File: src/rtl/bsm_pkg.sv
`timescale 1ns / 1ps
// ----------------------------------------------------------------------------
// bsm_pkg
// Shared constants for the pipelined radix-2 Booth multiplier.
// ----------------------------------------------------------------------------
package bsm_pkg;

	// default operand width
	localparam int OPERAND_BITS_DEF = 16;

endpackage

File: src/rtl/booth_signed_multiplier_unit.sv
`timescale 1ns / 1ps
// ----------------------------------------------------------------------------
// booth_signed_multiplier_unit
// Signed radix-2 Booth multiplier, one Booth step per pipeline stage.
// ----------------------------------------------------------------------------
// A request is taken on every cycle with start high; busy is always low. The
// product of a request shows on product with done high for one cycle, after
// passing one register stage per Booth step plus an
// output register. The receiver cannot stall, so results leave in request
// order with no gaps between back-to-back requests. Products are exact, the
// most negative operands included.
// ----------------------------------------------------------------------------
module booth_signed_multiplier_unit
	import bsm_pkg::*;
#(
	parameter int OPERAND_BITS = OPERAND_BITS_DEF
) (
	input  logic                             clk,
	input  logic                             arst_n,
	input  logic                             start,
	output logic                             busy,
	input  logic signed [OPERAND_BITS-1:0]   multiplicand,
	input  logic signed [OPERAND_BITS-1:0]   multiplier,
	output logic                             done,
	output logic signed [2*OPERAND_BITS-1:0] product
);

	localparam int LATENCY = OPERAND_BITS + 1;

	logic                           valid_w [0:OPERAND_BITS];
	logic signed [OPERAND_BITS-1:0] mcand_w [0:OPERAND_BITS];
	logic signed [OPERAND_BITS:0]   acc_w   [0:OPERAND_BITS];
	logic        [OPERAND_BITS-1:0] q_w     [0:OPERAND_BITS];
	logic                           qprev_w [0:OPERAND_BITS];

	logic                             done_q;
	logic signed [2*OPERAND_BITS-1:0] product_q;

	assign busy = 1'b0;

	assign valid_w[0] = start & ~busy;
	assign mcand_w[0] = multiplicand;
	assign acc_w[0]   = '0;
	assign q_w[0]     = multiplier;
	assign qprev_w[0] = 1'b0;

	for (genvar i = 0; i < OPERAND_BITS; i++) begin : g_step
		bsm_step #(
			.OPERAND_BITS(OPERAND_BITS)
		) u_step (
			.clk      (clk),
			.arst_n   (arst_n),
			.valid_in (valid_w[i]),
			.mcand_in (mcand_w[i]),
			.acc_in   (acc_w[i]),
			.q_in     (q_w[i]),
			.qprev_in (qprev_w[i]),
			.valid_s1 (valid_w[i+1]),
			.mcand_s1 (mcand_w[i+1]),
			.acc_s1   (acc_w[i+1]),
			.q_s1     (q_w[i+1]),
			.qprev_s1 (qprev_w[i+1])
		);
	end

	always_ff @(posedge clk or negedge arst_n) begin
		if (!arst_n) begin
			done_q <= 1'b0;
		end else begin
			done_q <= valid_w[OPERAND_BITS];
		end
	end

	always_ff @(posedge clk) begin
		product_q <= {acc_w[OPERAND_BITS][OPERAND_BITS-1:0], q_w[OPERAND_BITS]};
	end

	assign done    = done_q;
	assign product = product_q;

	// a result only for a request taken earlier at the pipeline input
	a_done_has_request: assert property (@(posedge clk) disable iff (!arst_n)
		done |-> $past(start && !busy, LATENCY))
		else $error("done without matching request");

	// zero multiplier gives zero product
	a_zero_multiplier: assert property (@(posedge clk) disable iff (!arst_n)
		done && $past(multiplier == '0, LATENCY) |-> product == '0)
		else $error("nonzero product for zero multiplier");

	// unit multiplicand passes the multiplier through, sign extended
	a_unit_multiplicand: assert property (@(posedge clk) disable iff (!arst_n)
		done && $past(multiplicand == OPERAND_BITS'(1), LATENCY)
		|-> product == (2*OPERAND_BITS)'($past(multiplier, LATENCY)))
		else $error("wrong product for unit multiplicand");

endmodule

File: src/rtl/bsm_step.sv
`timescale 1ns / 1ps
// ----------------------------------------------------------------------------
// bsm_step
// One radix-2 Booth step: add, subtract or keep the multiplicand on the
// accumulator, then an arithmetic right shift of {acc, q, qprev}, registered.
// ----------------------------------------------------------------------------
module bsm_step
	import bsm_pkg::*;
#(
	parameter int OPERAND_BITS = OPERAND_BITS_DEF
) (
	input  logic                           clk,
	input  logic                           arst_n,
	input  logic                           valid_in,
	input  logic signed [OPERAND_BITS-1:0] mcand_in,
	input  logic signed [OPERAND_BITS:0]   acc_in,
	input  logic        [OPERAND_BITS-1:0] q_in,
	input  logic                           qprev_in,
	output logic                           valid_s1,
	output logic signed [OPERAND_BITS-1:0] mcand_s1,
	output logic signed [OPERAND_BITS:0]   acc_s1,
	output logic        [OPERAND_BITS-1:0] q_s1,
	output logic                           qprev_s1
);

	typedef enum logic [1:0] {
		OP_NONE,
		OP_ADD,
		OP_SUB
	} booth_op_t;

	booth_op_t                    op;
	logic signed [OPERAND_BITS:0] mcand_ext;
	logic signed [OPERAND_BITS:0] acc_sum;

	assign mcand_ext = {mcand_in[OPERAND_BITS-1], mcand_in};

	always_comb begin
		unique case ({q_in[0], qprev_in})
			2'b10:   op = OP_SUB;
			2'b01:   op = OP_ADD;
			default: op = OP_NONE;
		endcase
	end

	always_comb begin
		case (op)
			OP_SUB:  acc_sum = acc_in - mcand_ext;
			OP_ADD:  acc_sum = acc_in + mcand_ext;
			default: acc_sum = acc_in;
		endcase
	end

	always_ff @(posedge clk or negedge arst_n) begin
		if (!arst_n) begin
			valid_s1 <= 1'b0;
		end else begin
			valid_s1 <= valid_in;
		end
	end

	always_ff @(posedge clk) begin
		mcand_s1 <= mcand_in;
		acc_s1   <= acc_sum >>> 1;
		q_s1     <= {acc_sum[0], q_in[OPERAND_BITS-1:1]};
		qprev_s1 <= q_in[0];
	end

endmodule

File: config.mk
export PLATFORM = sky130hd
export DESIGN_NAME = booth_signed_multiplier_unit
export DESIGN_NICKNAME = d
export VERILOG_FILES = /design/src/rtl/bsm_pkg.sv /design/src/rtl/booth_signed_multiplier_unit.sv /design/src/rtl/bsm_step.sv
export SDC_FILE = /design/constraint.sdc
export NUM_CORES = 1
export LEC_CHECK = 0
export ABC_AREA = 0
export BUFFER_PORTS_ARGS = -buffer_cell sky130_fd_sc_hd__buf_2
export CAP_MARGIN = 10
export CORE_MARGIN = 10
export CORE_UTILIZATION = 55
export CTS_BUF_LIST = sky130_fd_sc_hd__clkbuf_2
export CTS_CLUSTER_SIZE = 10
export DETAILED_ROUTE_END_ITERATION = 7
export PLACE_DENSITY_LB_ADDON = 0.05
export SLEW_MARGIN = 0
export SYNTH_ARGS = -nofsm -noshare
export SYNTH_HDL_FRONTEND = slang
export SYNTH_SLANG_ARGS = --single-unit
export TNS_END_PERCENT = 30
File: constraint.sdc
create_clock -name clk -period 10.4 [get_ports clk]
set_input_delay 1.56 -clock clk [delete_from_list [all_inputs] [get_ports clk]]
set_output_delay 1.56 -clock clk [all_outputs]
set_load 0.02 [all_outputs]
Yosys cells after proc, flatten, opt, wreduce, memory -nomap -nowiden
Cells that the tools add are included.
{"block": "word_totals", "out_inout_bits": 34, "reg_bits": 816, "inputBits": 35, "word_cells": 205}
{"block": "op_classes", "eq_ne": 62, "n_mux": 32, "add_sub_neg": 31}
{"op": "17-bit case mux with 2 select lines", "count": 16}
{"op": "16-bit by 16-bit adder with 17-bit output", "count": 15}
{"op": "16-bit by 16-bit subtractor with 17-bit output", "count": 15}
{"op": "2-bit by 1-bit == test with 1-bit output (second input constant)", "count": 31}
{"op": "2-bit == test (second input constant)", "count": 31}
{"op": "2-bit case mux with 2 select lines", "count": 15}
{"op": "1-bit by 16-bit subtractor with 17-bit output (first input constant)", "count": 1}
{"op": "2-bit 2-to-1 mux", "count": 1}

Longest topological paths before layout
Gate-level depths: netlist of the first run.
{"block": "depth", "depth_word": 4, "depth_mapped": 15, "depth_no_buf": 15}

Hierarchy
From an unflattened synthesis of the first run, not the netlist that was laid out.
{"block": "hier_totals", "hier_cells": 3872, "hier_area_um2": 37349.6}
{"mod": "bsm_step at g_step[0].u_step ...", "seq_area_each_um2": 1006.0, "area_per_inst_um2": 2285.9, "instances": 13, "cells_each": 240}
{"mod": "bsm_step at g_step[7].u_step ...", "seq_area_each_um2": 1006.0, "area_per_inst_um2": 2318.5, "instances": 3, "cells_each": 239}
{"mod": "booth_signed_multiplier_unit", "seq_area_each_um2": 665.6, "area_per_inst_um2": 676.9, "instances": 1, "cells_each": 35}

Worst setup path after synthesis of the first run
Ideal clock, no wire load.
{"block": "synth_timing", "path_type": "reg2reg", "from": "register g_step[13].u_step.mcand_s1[5]", "to": "register g_step[14].u_step.acc_s1[15] (netlist name)", "path_slack_ns": 6.995, "stages_incl_launch_ff": 14, "required_ns": 10.277, "synth_period_minus_slack_ns": 3.405, "arrival_ns": 3.282, "n_path_buf": 1, "setup_ns": 0.123, "cell_sequence": "dfxtp_1 or4_4 or4b_4 nor2_1 a21oi_1 xor2_1 ha_1 clkdlybuf4s50_2 nand3_1 nand2_1 a41oi_1 mux2i_1 o21ai_1 xor2_1"}
{"block": "synth_between", "elab_chain_cells": 2, "elab_cells_between_ends": 3, "cone_classes": "2 x add/sub; 1 x mux"}
{"element": "start: declaration", "line": "bsm_step.sv:20", "rtl": "output logic signed [OPERAND_BITS-1:0] mcand_s1,"}
{"element": "start signal: assignment", "line": "bsm_step.sv:63", "rtl": "mcand_s1 <= mcand_in;"}
{"element": "16-bit by 16-bit adder with 17-bit output or 16-bit by 16-bit subtractor with 17-bit output (tied branches)", "line": "bsm_step.sv:49, bsm_step.sv:48"}
{"element": "17-bit case mux with 2 select lines *", "line": "bsm_step.sv:47", "rtl": "case (op)"}
{"element": "named net g_step[14].u_step.acc_sum[16]", "line": "bsm_step.sv:34", "rtl": "logic signed [OPERAND_BITS:0] acc_sum;"}
Mark *: on every way through the listed nets, which the timed path passes. The rest lies on a longest branch.

Final worst setup path of the first run
{"block": "layout_timing", "from": "register g_step[6].u_step.q_s1[0]", "to": "register g_step[7].u_step.acc_s1[15] (netlist name)"}
{"block": "layout_between", "elab_chain_cells": 4, "elab_cells_between_ends": 6, "cone_classes": "4 x eq/ne; 2 x mux"}
{"element": "start: declaration", "line": "bsm_step.sv:22", "rtl": "output logic [OPERAND_BITS-1:0] q_s1,"}
{"element": "start signal: assignment", "line": "bsm_step.sv:65", "rtl": "q_s1 <= {acc_sum[0], q_in[OPERAND_BITS-1:1]};"}
{"element": "2-bit by 1-bit == test with 1-bit output or 2-bit == test (tied branches)", "line": "bsm_step.sv:39", "rtl": "unique case ({q_in[0], qprev_in})"}
{"element": "2-bit case mux with 2 select lines *", "line": "bsm_step.sv:39"}
{"element": "2-bit by 1-bit == test with 1-bit output or 2-bit == test (tied branches)", "line": "bsm_step.sv:47"}
{"element": "17-bit case mux with 2 select lines *", "line": "bsm_step.sv:47"}
{"element": "named net g_step[7].u_step.acc_sum[16]", "line": "bsm_step.sv:34"}
Marks and branches as above.

==> flow_summary.yaml, run 1 <==
run_status:
  status: "completed"
clock_tree:
  clock_sinks: 816
  numCtsBuffers: 194
  clock_latency_ns: 1.37
  cts_tree: "yes"
  root_buffer: "clkbuf_2"
  clk_pin_slew_worst_paths_ns: 0.12
  ctsHtreeMaxLevel: 4
  cts_resized: 0
  clk_path_buf_depth: 3
grt:
  grt_pass1_vias: 26500
  grt_start_max_net_pins: 38
  grtUsageTotal_pct: 20.6
  grt.overflow.total: 0
  antenna_found_initial: 3
  grt_pass1_wl_mm: 128
final_layout:
  fin_nets: 4221
  final_core_util_pct: 60.0
  final_common_cell: "dfxtp_1"
  drive_gt1_share_pct: 12.3
  layout_common_cells: "799 x dfxtp_1, 324 x nand2_1, 286 x ha_1"
  n_fill_cell: 5629
  syn_to_final_growth_pct: 8.13
setup_path:
  critical_path_class: "reg -> reg"
  end_kind: "flop"
  critPathMaxStageDelay_ns: 0.51
  path_cells: "inv_1 > ha_1 > mux2_2 > fa_1 > a211oi_1 > nor2_1 > o41ai_2 > o21ai_1 > o41ai_2 > o21ai_0 > a311o_1 > xor2_1"
  cp.arrival_ns: 5.23
  worst-r2r-setup-slack_ns: 6.40
  crit_path_frequent_cell: "o41ai_2"
  reg2reg_from: "g_step[6].u_step.q_s1[0]"
  crit_start: "g_step[6].u_step.q_s1[0]"
  cp-start-kind: "flop"
  cp_max_fo: 17
  worst_path_max_delay_cell: "ha_1"
  required_ns: 11.63
timing:
  hold_viol_final: 0
  worst_slack_ns: 6.40
  tns_ns: 0
  post-route-min-period_ns: 4.00
  fin_crit_sh_pct: 38.5
  whs_ns: 0.282
  skew_ns: 0.0752
  slew_headroom_pct: 30.3
  slew_viol_final: 0
  worst_pin_slew_ns: 1.05
  grt_setup_unrepaired: "no"
  fmax_mhz: 250
  setup_viol: 0
floorplanning:
  dieArea_mm2: 0.0756
  io_pins: 69
  initial_core_util_pct: 55.5
  row_count: 93
  core_area_mm2: 0.0643
  die_x_um: 275
  die_h_um: 275
logic_synthesis:
  synth-edff-count: 0
  synthFlopType: "dfxtp_1"
  ys_seq_area_share_pct: 45.9
  async_reset_ff_share_pct: 2.08
  synth_area_mm2: 0.0357
  synth_nets: 4038
  syn_inst: 3702
  ys_seq_elements: 816
  yosys_warnings: 0
  avgSynthCellArea_um2: 9.65
  ys_types: 84
power:
  vdd_ir_drop_max_mv: 0.133
  power_density_mw_per_mm2: 282
  p_leak_nw: 17.0
placed_design:
  dp_slack_ns: 6.51
  hpwl_mm: 59.2
  io_buffers: 67
  place_congestion: 0.863
drt:
  vias: 26500
  drt-pass1-iter-count: 7
  post_drt_wl_per_cell_um: 15.9
  drc: 0
  drtAntennaViolNets: 0
  viasPerCell: 5.42
  detail_route.iter0.violations: 1346
  routed_wl_mm: 77.7
flow_run:
  maxCapViolations: 0
hold_path:
  hold_start: "g_step[12].u_step.q_s1[4]"
  min_path_type: "reg -> reg"
[kinds of logic (layout without fill, tap and decap cells)]
kind of cell               count (synthesis)  count (layout)  share of synthesized area (%)
other                                      1               4                         0.0105
adders and majority gates                301             301                           10.9
DFF                                      816             816                           45.9
AOI/OAI and AO/OA                        848             848                           14.8
and+or+nand+nor                         1031            1031                           14.2
buffers and inverters                    255             588                           2.73
muxes                                     61              61                           1.90
xor gates and xnor gates                 389             389                           9.53
[report_power, final]
group | switching [mW] | internal (mW)
Sequential | 0.547 | 3.98
Combinational | 2.40 | 1.94
Clock | 1.25 | 0.799
[sequential cells by signal (all words and copies together) (netlist names)]
register	count
done	1
g_step.u_step.acc_s1	256
g_step.u_step.mcand_s1	240
g_step.u_step.q_s1	256
g_step.u_step.qprev_s1	15
g_step.u_step.valid_s1	16
product	32
[critical path, delay by kind of cell, from the launching register on]
family | cells | cell delay, ns
AO/OA/AOI/OAI | 6 | 1.81
multiplexers | 1 | 0.43
adder cells (fa/ha/maj) | 2 | 0.97
XOR/XNOR | 1 | 0.14
flip-flops | 1 | 0.33
AND/OR/NAND/NOR | 1 | 0.12
buffers and inverters | 1 | 0.05
[per-layer routing]
layer	up-vias	wire, um	part of all wire [%]	global-route usage [%]
met2	518	41000	53	38.6
li1	13500	-	-	-
met5	-	13	0.017	0
met1	12400	31700	41	22.2
met4	2	2200	2.8	8.86
met3	158	2730	3.5	3.91
[what timing repair did]
action | 4_1_cts | 5_1_grt
buffers inserted | 0 | 0
hold buffers | 1 | 0
hold endpoints to repair | 17 | 0
[path summary, 6_finish.rpt]
| check | cells past startpoint | endpoint |
|---|---|---|
| max | 12 | g_step[7].u_step.acc_s1[15] |
| min | 0 | g_step[13].u_step.q_s1[3] |
| max reg2reg | 12 | g_step[7].u_step.acc_s1[15] |
| min reg2reg | 0 | g_step[13].u_step.q_s1[3] |
| max in group asynchronous | 2 | g_step[8].u_step.valid_s1 |
| min in group asynchronous | 2 | done |
[cells in the mapped netlist, drive strengths merged (55+ instances only)]
master | number | area share [%]
inv | 172 | 1.8
nand3 | 55 | 0.77
xor2 | 230 | 5.6
dfxtp | 799 | 45
o21ai | 267 | 3.7
mux2 | 55 | 1.7
ha | 286 | 10
nand2 | 324 | 3.4
a21oi | 248 | 3.5
nor3 | 126 | 1.8
nor2 | 232 | 2.4
xnor2 | 159 | 3.9
clkbuf | 73 | 0.77
[area by class of cell]
type | count | area (um^2) | share of cell area [%]
clock inverters | 76 | 445 | 1.15
multi-input cells | 2631 | 18300 | 47.5
well taps | 855 | 1070 | 2.77
diodes | 3 | 7.51 | 0.0194
clock buffers | 270 | 1350 | 3.50
flip-flops and latches | 816 | 16400 | 42.5
repair buffers | 70 | 360 | 0.933
inverters | 172 | 646 | 1.67
[stage by stage]
| step | instances | instance area [um^2] | power [mW] |
|---|---|---|---|
| global placement | 4543 | 36800 | 8.77 |
| CTS | 4890 | 38600 | 11.0 |
| detailed placement | 4543 | 36800 | 8.91 |
| global route | 4892 | 38600 | 11.8 |
| finish | 4893 | 38600 | 10.9 |
| floorplan | 3702 | 35700 | 7.83 |
Note: power is estimated with default switching activity, not from simulation.
==> run 2, diff against run 1 <==
- clock period: 10.4 -> 3.54 ns (I/O delays scaled with it)
==> run 2 against run 1 <==
Compared with the run above:
- combinational power increased to 3.1 times the previous value
- sequential share of layout area decreased by 1.8 points
- power grew to 3.0 times the previous value
- cell area up 4.5%
- core utilization increased by 2.7 points
- count of clock-buffer cells in the layout down 3
- worst setup slack worse by 6.3 ns
- clock power rose to 3.0 times the previous value
- first-iteration DRC count decreased by 8.1%
- critical path type unchanged
==> flow_summary.yaml, run 2 (synthesis results as in run 1) <==
timing:
  grt_setup_unrepaired: "yes"
  fin_crit_sh_pct: 97.3
  fmax_mhz: 290
  slew_viol_final: 0
  worst_pin_slew_ns: 0.939
  post-route-min-period_ns: 3.44
  whs_ns: 0.208
  setup_viol: 0
  slew_headroom_pct: 37.4
  worst_slack_ns: 0.0960
  skew_ns: 0.0843
  hold_viol_final: 0
final_layout:
  regArea_mm2: 0.0164
  layout_common_cells: "789 x dfxtp_1, 324 x nand2_1, 281 x ha_1"
  fin_nets: 4373
  stdcell_count: 5057
  drive_gt1_share_pct: 15.0
  final_common_cell: "dfxtp_1"
  reg_top3: "g_step.u_step.acc_s1 (256), g_step.u_step.q_s1 (256), g_step.u_step.mcand_s1 (240)"
  multiInputGateArea_mm2: 0.0187
  fin_area_mm2: 0.0404
  n_fill_cell: 5584
  syn_to_final_growth_pct: 12.9
setup_path:
  required_ns: 4.75
  cp_num_buf_inv: 2
  cp-start-kind: "flop"
  path_cells: "inv_1 > ha_1 > mux2_2 > fa_2 > a211oi_2 > nor2_1 > o41ai_2 > o21ai_2 > o41ai_4 > buf_4 > o21bai_1 > a211oi_1 > o31ai_1"
  end_kind: "flop"
  critPathMaxStageDelay_ns: 0.45
  cp_max_fo: 5
  cp.arrival_ns: 4.66
  critical_path_class: "reg -> reg"
  worst_path_max_delay_cell: "o41ai_2"
  critical_path.top_delay_family: "compound AO/OA/AOI/OAI gates"
power:
  vdd_ir_drop_max_mv: 0.492
  p_leak_nw: 17.7
  power_density_mw_per_mm2: 812
  finalPower_mw: 32.8
grt:
  grtUsageTotal_pct: 21.0
  grt.overflow.total: 0
  grt_start_max_net_pins: 36
  grt_pass1_wl_mm: 131
  antenna_found_initial: 1
  grt_pass1_vias: 27400
floorplanning:
  row_count: 93
  io_pins: 69
  core_area_mm2: 0.0643
  die_h_um: 275
  initial_core_util_pct: 55.5
  dieArea_mm2: 0.0756
  die_x_um: 275
placed_design:
  place_congestion: 0.880
  io_buffers: 67
  hpwl_mm: 60.7
  placed_area_mm2: 0.0373
  dp_slack_ns: 0.0557
  dpl.cell_count: 4610
drt:
  vias: 27300
  viasPerCell: 5.39
  drc: 0
  post_drt_wl_per_cell_um: 15.8
  drtAntennaViolNets: 0
  detail_route.iter0.violations: 1237
  drt-pass1-iter-count: 5
  routed_wl_mm: 79.8
clock_tree:
  numCtsBuffers: 197
  clk_path_buf_depth: 3
  clock_sinks: 816
  clock_latency_ns: 1.42
  ctsHtreeMaxLevel: 4
  root_buffer: "clkbuf_2"
  clk_pin_slew_worst_paths_ns: 0.10
  cts_tree: "yes"
flow_run:
  maxCapViolations: 0
hold_path:
  min_path_type: "in -> reg"
run_status:
  status: "completed"
## run 2: worst register-to-register path: stages, from the launching register on
cell      delay [ns]
dfxtp_1         0.39
inv_1           0.06
ha_1            0.27
mux2_2          0.29
fa_2            0.42
a211oi_2        0.22
nor2_1          0.11
o41ai_2         0.45
o21ai_2         0.14
o41ai_4         0.38
buf_4           0.19
o21bai_1        0.07
a211oi_1        0.26
o31ai_1         0.09
## run 2: area by class of cell
| cell class | count | share of cell area [%] |
|---|---|---|
| inverter | 172 | 1.60 |
| antenna | 1 | 0.00620 |
| tap | 855 | 2.65 |
| timing repair buffer | 219 | 4.10 |
| clock inverter | 96 | 1.36 |
| sequential | 816 | 40.7 |
| clock buffer | 267 | 3.31 |
| multi-input combinational | 2631 | 46.2 |
## run 2: timing repair
item | 4_1_cts | 5_1_grt
setup endpoints to repair | 0 | 43
hold buffers | 72 | 0
endpoints found under the hold margin | 67 | 0
setup buffers | 0 | 11
resized for setup | 0 | 78
## run 2: path summary, 6_finish.rpt
kind	from	to	slack [ns]	cells after the start
worst max-delay path	g_step[6].u_step.mcand_s1[1]	g_step[7].u_step.acc_s1[13]	0.1	13
worst min-delay path	multiplicand[1]	g_step[0].u_step.acc_s1[2]	0.21	5
worst max register to register	g_step[6].u_step.mcand_s1[1]	g_step[7].u_step.acc_s1[13]	0.1	13
worst min register to register	g_step[9].u_step.q_s1[11]	g_step[10].u_step.q_s1[10]	0.29	0
max in group asynchronous	arst_n	g_step[1].u_step.valid_s1	2.77	3
min in group asynchronous	arst_n	g_step[12].u_step.valid_s1	0.29	3
## run 2: routing by layer
metal  part of all wire (%)  global-route usage [%]
met2                     52                    39.0
met1                     41                    22.5
met4                    3.7                    10.3
met5                      0                       0
met3                    3.3                    4.13
## run 2: per-stage QoR
stage	setup TNS [ns]	util [%]
floorplan	0	-
global placement	0	58.0
detailed placement	0	58.0
CTS	0	62.1
global route	-0.347	62.7
finish	0	62.7
## run 2: power breakdown
group / switching, mW / leakage (nW) / internal [mW]
logic: 7.29 / 9.44 / 6.15
registers: 1.58 / 6.93 / 11.7
clock network: 3.81 / 1.37 / 2.28
==> run 3, diff against run 2 <==
- CORE_UTILIZATION: 55 -> 30
- clock period: 3.54 -> 2.8 ns (I/O delays scaled with it)
==> run 3 against run 2 <==
Compared with the run above:
- the flow now finishes with violations (setup timing)
- core utilization is 20 points lower
- count of clock-buffer cells in the layout rose by 41
- combinational power increased by 87%
- sequential share of layout area is 8.0 points lower
- flip-flop and latch count unchanged
- cell count rose by 30%
- power up 54%
- fmax is 9.2% higher
- via count is 8.4% higher
- worst hold slack improved by 0.072 ns
- largest cell class unchanged
==> flow_summary.yaml, run 3 (synthesis results as in run 1) <==
timing:
  post-route-min-period_ns: 3.15
  grt_setup_unrepaired: "yes"
  fmax_mhz: 317
  worst_pin_slew_ns: 1.08
  slew_viol_final: 0
  setup_viol: 70
  hold_viol_final: 0
  tns_ns: -9.33
  fin_crit_sh_pct: 113
  skew_ns: 0.107
  slew_headroom_pct: 27.9
  worst_slack_ns: -0.354
drt:
  detail_route.iter0.violations: 897
  viasPerCell: 4.50
  drtAntennaViolNets: 0
  post_drt_wl_per_cell_um: 14.8
  routed_wl_mm: 97.1
  vias: 29500
  drt-pass1-iter-count: 5
  drc: 0
grt:
  grt_pass1_wl_mm: 158
  grt_pass1_vias: 31000
  grt_start_max_net_pins: 36
  grtUsageTotal_pct: 14.6
  antenna_found_initial: 3
  grt.overflow.total: 0
power:
  p_sw_share_pct: 38.1
  power_density_mw_per_mm2: 1000
  p_clk_share_pct: 16.6
  vdd_ir_drop_max_mv: 0.528
  p_int_mw: 31.2
  p_leak_nw: 22.3
  sequentialPowerShare_pct: 33.5
  p_sw_mw: 19.2
  pwr-share-comb_pct: 49.9
floorplanning:
  die_h_um: 365
  io_pins: 69
  dieArea_mm2: 0.133
  die_x_um: 365
  row_count: 126
  initial_core_util_pct: 30.2
  core_area_mm2: 0.118
setup_path:
  crit_path_frequent_cell: "o41ai_4"
  cp-start-kind: "flop"
  required_ns: 4.26
  crit_start: "g_step[6].u_step.mcand_s1[0]"
  end_kind: "flop"
  critPathMaxStageDelay_ns: 0.40
  cp.arrival_ns: 4.61
  cp_max_fo: 3
  reg2reg_from: "g_step[6].u_step.mcand_s1[0]"
  critical_path.top_delay_family: "compound AO/OA/AOI/OAI gates"
  critical_path_class: "reg -> reg"
  cp_num_buf_inv: 2
  worst_path_max_delay_cell: "or3b_4"
  path_cells: "inv_2 > ha_4 > or3b_4 > nor3_4 > nor2_1 > xnor2_1 > ha_2 > buf_6 > o41ai_4 > o21ai_2 > o41ai_4 > o21ai_1 > a311o_1 > xor2_1"
final_layout:
  multiInputGateArea_mm2: 0.0214
  layout_common_cells: "791 x buf_4, 753 x dfxtp_1, 308 x clkbuf_2"
  reg_top3: "g_step.u_step.acc_s1 (256), g_step.u_step.q_s1 (256), g_step.u_step.mcand_s1 (240)"
  final_common_cell: "buf_4"
  fin_area_mm2: 0.0503
  syn_to_final_growth_pct: 40.8
  fin_nets: 5174
  drive_gt1_share_pct: 37.9
  n_fill_cell: 11900
  final_core_util_pct: 42.5
  regArea_mm2: 0.0165
clock_tree:
  clock_latency_ns: 1.64
  numCtsBuffers: 217
  clk_path_buf_depth: 3
  clk_pin_slew_worst_paths_ns: 0.12
  clock_sinks: 816
  cts_tree: "yes"
  root_buffer: "clkbuf_2"
  ctsHtreeMaxLevel: 4
run_status:
  violations: "setup timing"
  status: "finished, violations left"
placed_design:
  placed_area_mm2: 0.0436
  hpwl_mm: 73.5
  io_buffers: 67
  place_congestion: 0.757
hold_path:
  min_path_type: "reg -> reg"
  hold_start: "g_step[2].u_step.q_s1[15]"
flow_run:
  maxCapViolations: 0
-- run 3: cell type report --
class,count,area share (%)
Timing Repair Buffer,1000,15.4
Tap cell,1536,3.82
Inverter,172,1.28
Clock inverter,91,0.970
Antenna cell,9,0.0448
Multi-Input combinational cell,2631,42.6
Clock buffer,308,3.06
Sequential cell,816,32.8
-- run 3: timing repair --
action / CTS / global route
setup endpoints to repair: 128 / 126
endpoints found under the hold margin: 67 / 0
setup buffers: 66 / 39
pin swaps: 245 / 185
resized for setup: 449 / 287
hold buffers: 102 / 0
-- run 3: power groups by stage --
stage | sequential (mW) | combinational, mW | clock (mW)
2_1_floorplan | 16.4 | 12.9 | 0
3_3_place_gp | 17.3 | 21.3 | 0
3_5_place_dp | 17.3 | 21.2 | 0
4_1_cts | 17.0 | 23.7 | 8.98
5_1_grt | 17.3 | 27.9 | 9.61
6_report | 16.9 | 25.1 | 8.36
-- run 3: routing by layer --
layer  global-route usage [%]  routed length [um]
met1                     16.2               40900
met3                     3.07                3140
met2                     27.2               50700
met5                        0                  13
met4                     5.06                2310
-- run 3: stage by stage --
step	hold slack, ns	std cells	setup WS [ns]	total power [mW]
CTS	0.0741	6519	-0.436	49.8
global route	0.178	6563	-0.554	54.8
finish	0.280	6563	-0.354	50.4
floorplan	0.124	3702	-0.295	29.4
global placement	0.310	5961	-0.621	38.6
detailed placement	0.312	5961	-0.604	38.5
-- run 3: final timing paths --
path | end | slack, ns | cells past startpoint
max | g_step[7].u_step.acc_s1[15] | -0.35 | 14
min | g_step[3].u_step.q_s1[14] | 0.28 | 0
max reg2reg | g_step[7].u_step.acc_s1[15] | -0.35 | 14
min reg2reg | g_step[3].u_step.q_s1[14] | 0.28 | 0
max in group asynchronous | done | 1.79 | 4
min in group asynchronous | g_step[13].u_step.valid_s1 | 0.48 | 4
-- run 3: worst register-to-register path: stages (launching register included) --
cell     delay, ns
dfxtp_2       0.34
inv_2         0.06
ha_4          0.12
or3b_4        0.41
nor3_4        0.14
nor2_1        0.07
xnor2_1       0.13
ha_2          0.19
buf_6         0.12
o41ai_4       0.40
o21ai_2       0.14
o41ai_4       0.31
o21ai_1       0.14
a311o_1       0.29
xor2_1        0.14
